$ cat src/hw/rtl/ate_pkg.sv
// shared types and constants for the token eviction table
// no dependencies

package ate_pkg;

  localparam logic [1:0] MODE_WEIGHT = 2'd0;
  localparam logic [1:0] MODE_APPEND = 2'd1;
  localparam logic [1:0] MODE_EVICT  = 2'd2;
  localparam logic [1:0] MODE_SPARE  = 2'd3;

  localparam logic [1:0] STATUS_OK      = 2'd0;
  localparam logic [1:0] STATUS_FULL    = 2'd1;
  localparam logic [1:0] STATUS_REFUSED = 2'd2;

  localparam int unsigned MAX_VICTIMS = 64;
  localparam int unsigned VIC_AW      = 6;
  localparam int unsigned CNT_W       = 7;

  localparam logic [2:0] OP_INIT = 3'd0;
  localparam logic [2:0] OP_IDLE = 3'd1;
  localparam logic [2:0] OP_SCAN = 3'd2;
  localparam logic [2:0] OP_MARK = 3'd3;
  localparam logic [2:0] OP_COMP = 3'd4;
  localparam logic [2:0] OP_FIN  = 3'd5;
  localparam logic [2:0] OP_ERD  = 3'd6;
  localparam logic [2:0] OP_ELD  = 3'd7;

  typedef struct packed {
    logic [2:0] op;
    logic       accept;
  } cmd_t;

  typedef struct packed {
    logic ev_go;
    logic sweep_done;
    logic found;
    logic taken_last;
    logic has_victims;
    logic emit_last;
    logic out_free;
  } sts_t;

endpackage

$ cat src/hw/rtl/ate_ctrl.sv
// sequencing state machine of the token eviction table
// depends on ate_pkg

module ate_ctrl (
  input  logic          clk_i,
  input  logic          rst_ni,
  input  logic          in_valid_i,
  output logic          in_stall_o,
  input  ate_pkg::sts_t sts_i,
  output ate_pkg::cmd_t cmd_o
);

  localparam logic [2:0] S_INIT = 3'd0;
  localparam logic [2:0] S_IDLE = 3'd1;
  localparam logic [2:0] S_SCAN = 3'd2;
  localparam logic [2:0] S_MARK = 3'd3;
  localparam logic [2:0] S_COMP = 3'd4;
  localparam logic [2:0] S_FIN  = 3'd5;
  localparam logic [2:0] S_ERD  = 3'd6;
  localparam logic [2:0] S_ELD  = 3'd7;

  logic [2:0] state_q, state_d;
  logic       accept;

  assign in_stall_o = !((state_q == S_IDLE) && sts_i.out_free);
  assign accept     = in_valid_i && !in_stall_o;

  always_comb begin
    state_d       = state_q;
    cmd_o.accept  = accept;
    cmd_o.op      = ate_pkg::OP_IDLE;
    unique case (state_q)
      S_INIT: begin
        cmd_o.op = ate_pkg::OP_INIT;
        state_d  = S_IDLE;
      end
      S_IDLE: begin
        cmd_o.op = ate_pkg::OP_IDLE;
        if (accept && sts_i.ev_go) state_d = S_SCAN;
      end
      S_SCAN: begin
        cmd_o.op = ate_pkg::OP_SCAN;
        if (sts_i.sweep_done) state_d = S_MARK;
      end
      S_MARK: begin
        cmd_o.op = ate_pkg::OP_MARK;
        if (!sts_i.found || sts_i.taken_last) state_d = S_COMP;
        else state_d = S_SCAN;
      end
      S_COMP: begin
        cmd_o.op = ate_pkg::OP_COMP;
        if (sts_i.sweep_done) state_d = S_FIN;
      end
      S_FIN: begin
        cmd_o.op = ate_pkg::OP_FIN;
        state_d  = sts_i.has_victims ? S_ERD : S_ELD;
      end
      S_ERD: begin
        cmd_o.op = ate_pkg::OP_ERD;
        state_d  = S_ELD;
      end
      S_ELD: begin
        cmd_o.op = ate_pkg::OP_ELD;
        if (sts_i.out_free) state_d = sts_i.emit_last ? S_IDLE : S_ERD;
      end
      default: state_d = S_INIT;
    endcase
  end

  always_ff @(posedge clk_i or negedge rst_ni) begin
    if (!rst_ni) begin
      state_q <= S_INIT;
    end else begin
      state_q <= state_d;
    end
  end

endmodule

$ cat config.mk
export PLATFORM = sky130hd
export DESIGN_NAME = ate_ctrl
export DESIGN_NICKNAME = d
export VERILOG_FILES = /design/src/hw/rtl/ate_pkg.sv /design/src/hw/rtl/ate_ctrl.sv
export SDC_FILE = /design/constraint.sdc
export NUM_CORES = 1
export LEC_CHECK = 0
export BUFFER_PORTS_ARGS = -buffer_cell sky130_fd_sc_hd__buf_2
export CAP_MARGIN = 30
export CELL_PAD_IN_SITES_DETAIL_PLACEMENT = 1
export CELL_PAD_IN_SITES_GLOBAL_PLACEMENT = 1
export CORE_AREA = 2 2 39 41
export DETAILED_ROUTE_END_ITERATION = 16
export DIE_AREA = 0 0 41 43
export GPL_TIMING_DRIVEN = 0
export HOLD_SLACK_MARGIN = 0.03
export PLACE_DENSITY_LB_ADDON = 0.1
export SLEW_MARGIN = 15
export SYNTH_ARGS = -nofsm -noshare
export SYNTH_HDL_FRONTEND = slang
export SYNTH_SLANG_ARGS = --single-unit
$ cat constraint.sdc
create_clock -name clk_i -period 3.65 [get_ports clk_i]
set_input_delay 0.365 -clock clk_i [delete_from_list [all_inputs] [get_ports clk_i]]
set_output_delay 0.365 -clock clk_i [all_outputs]
set_load 0.02 [all_outputs]
==> metrics.md <==
| Metric | Value |
|---|---|
| Reg2reg end | `state_q[1]` |
| Largest Register | `state_q` |
| Syn_nets | `46` |
| Finished Layout Cells | `71` |
| CP Cell Sequence | `buf_2 -> nor3b_1 -> and3_1 -> buf_4 -> buf_2` |
| Register share of total power | `approximately 18%` |
| Slew HR | `between 70% and 80%` |
| CP Capture Type | `output pin` |
| Die footprint | `~0.0018 mm^2` |
| Fin crit share | `54.2%` |
| Hold Crit Class | `in -> async` |
| Yosys reg bits | `3` |
| Worst slew pin tran | `~420 ps` |
| Drt pass-1 iters | `2` |
| Share of layout cells above drive strength 1 | `between 30% and 40%` |
| Initial core utilization | `20.3%` |
| Die Wd | `41 um` |
| Reg2Reg Setup Slack | `2270 ps` |
| Post-route ant nets | `0` |
| Clock power frac | `19.2%` |
| CTS tree | `built` |
| Clk pin slew, worst setup/hold paths | `~40 ps` |
| Top cell by count, worst path | `buf_2` |
| Sink Count | `3` |
| Clock skew | `9.10 ps` |
| Via count | `around 310` |
| CP peak stage delay | `390 ps` |
| Pwr Total | `0.322 mW` |
| Max Cap Viol | `0` |
| H-tree Lvls | `1` |
| P_int | `~0.19 mW` |
| Rows | `14` |
| GPL Wtd Cong | `0.688` |
| I/O Buffers | `14` |
| CTS max path bufs | `2` |
| Final setup vio count | `0` |
| Fin Hold WS | `443 ps` |
| CP Class | `reg -> out` |
| Cells after synthesis | `36` |
| RSZ-0062 raised after global routing | `false` |
| Post-route setup slack | `1670 ps` |
| Clk Latency, worst-skew pair | `240 ps` |
| Area growth, synth to finish | `44.9%` |
| Cells after DPL | `66` |
| Crit path from | `state_q[0]` |
| Vias in the first global route | `298` |
| Run status | `completed` |
| Kind of launch point of the worst setup path | `flip-flop` |
| Peak fanout along the critical path | `10` |
| Fin. Hold Viols | `0` |
| TritonCTS Buffers | `3` |
| Min cycle time layout | `1980 ps` |
| Total track usage | `10.7%` |
| Static leakage power | `between 0.15 and 0.2 nW` |
| Fmax | `0.505 GHz` |
| Congestion Overflow GR | `0` |
| Path depth of the worst reg2reg path | `4` |
| Post-layout util | `approximately 29%` |
| P_sw | `between 0.1 and 0.15 mW` |
| Place WS | `~1900 ps` |
| Logic pwr share | `63.3%` |
| First-pass GRT wire length | `1220 um` |
| Async SR Flop Fraction | `100%` |
| Initial antenna violation count | `0` |
| Height of the die | `43 um` |
| CORE AREA | `0.00138 mm^2` |
| ANT cells | `0` |
| Setup Buffers After CTS | `0` |
| CP Data Arrival Time | `1610 ps` |
| Post-synth EDFFs | `0` |
| Fillers | `186` |
| VDD IR max | `0.151 mV` |
| Sw Share | `42.4%` |
| Vias per cell | `between 4 and 5` |
| Largest net degree at the start of global routing | `11` |
| Critical Path RT | `approximately 3300 ps` |
| Final Cell Area | `just over 400 um^2` |
| Regs by FF count | `state_q: 3 flops` |
| WL per Instance | `10.4 um` |
| Slew Viols, Final | `0` |
| Max FFs per register | `3` |
| Layout net count | `66` |
| I/O pin total | `15` |
| Ys flop type | `dfrtp_1` |
| DRC Markers | `0` |
| Register area share after synthesis | `between 20% and 30%` |
| Post-synthesis cell type count | `24` |
| Cell Area, Placed | `372 um^2` |
| Setup tns final | `0 ps` |
| Syn. warnings | `0` |
| 1st-iter DRT viols | `2` |
| Mapped Area | `roughly 280 um^2` |
| Worst flop-to-flop path startpoint | `state_q[2]` |
| CP endpoint | `cmd_o[0]` |
| Clock Tree Root | `clkbuf_4` |
| Drt total wl | `738 um` |
| Pwr/cell area | `789 mW/mm^2` |
| Crit path max-delay cell type | `nor3b_1` |
| Avg Synthesized Cell Area | `7.82 um^2` |
## layout make-up
| cell class | instances | area, um^2 | area share (%) |
|---|---|---|---|
| Inverter | 1 | 3.75 | 0.920 |
| Sequential cell | 3 | 75.1 | 18.4 |
| Clock buffer | 4 | 26.3 | 6.44 |
| Timing Repair Buffer | 15 | 80.1 | 19.6 |
| Tap cell | 16 | 20.0 | 4.91 |
| Multi-Input combinational cell | 25 | 156 | 38.3 |
| Buffer | 7 | 46.3 | 11.3 |
## worst min path at each step
stage,startpoint,endpoint,slack [ps],depth (start not counted)
final,rst_ni,state_q[2],440,2
after floorplan,rst_ni,state_q[0],70,0
after global placement,rst_ni,state_q[2],160,1
after global routing,rst_ni,state_q[2],460,2
after detailed placement,rst_ni,state_q[1],170,1
after CTS,rst_ni,state_q[2],440,2
## cell usage after synthesis, drive strengths merged, types with 2 or more instances
| cell type | instances | area [um^2] |
|---|---|---|
| o21ai | 3 | 15.0 |
| buf | 4 | 28.8 |
| nor3 | 2 | 10.0 |
| clkbuf | 2 | 7.51 |
| dfrtp | 3 | 75.1 |
| nor2 | 2 | 7.51 |
| nand2 | 3 | 11.3 |
| and2 | 2 | 12.5 |
| nand3 | 2 | 10.0 |
## per-layer routing
metal	vias up	track usage, %	part of all wire (%)
li1	162	-	-
met1	137	12.2	44
met2	10	15.9	49
met3	2	1.57	4.3
met4	0	10.0	2.6
met5	-	0	0
## placed cells by master, fill, tap and decap left out, drive strengths merged
master,instances
and2,2
or3b,1
nor3,2
nand3,2
a41oi,1
a32o,1
o211ai,1
nand2,3
clkbuf,6
or2b,1
and3,1
a31oi,1
dfrtp,3
or4b,1
and3b,1
dlygate4sd3,2
xnor2,1
inv,1
buf,18
nor2,2
nor3b,1
o21ai,3
## what timing repair did
item / in CTS / in global routing
hold buffers: 1 / 0
resized for setup: 0 / 0
hold endpoints to repair: 3 / 0
## critical path, delay by kind of cell (launching register included)
family | cells | cell delay (ps)
buf+inv | 3 | 440
flops | 1 | 320
simple gates | 2 | 610
## logic make-up (layout without fill, tap and decap cells)
| kind of cell | after synthesis | count (layout) | share of synthesized area, % |
|---|---|---|---|
| compound gates | 7 | 7 | 16.9 |
| buf+inv | 8 | 27 | 17.8 |
| simple gates | 17 | 17 | 35.6 |
| flops | 3 | 3 | 26.7 |
| xor+xnor | 1 | 1 | 3.11 |
## power by group through the flow
stage	sequential (mW)	clock, mW	combinational, mW
finish	0.0564	0.0618	0.204
global route	0.0587	0.0698	0.229
CTS	0.0569	0.0644	0.208
detailed placement	0.0573	0	0.207
global placement	0.0563	0	0.205
floorplan	0.0555	0	0.157
Note: power is estimated with default switching activity, not from simulation.
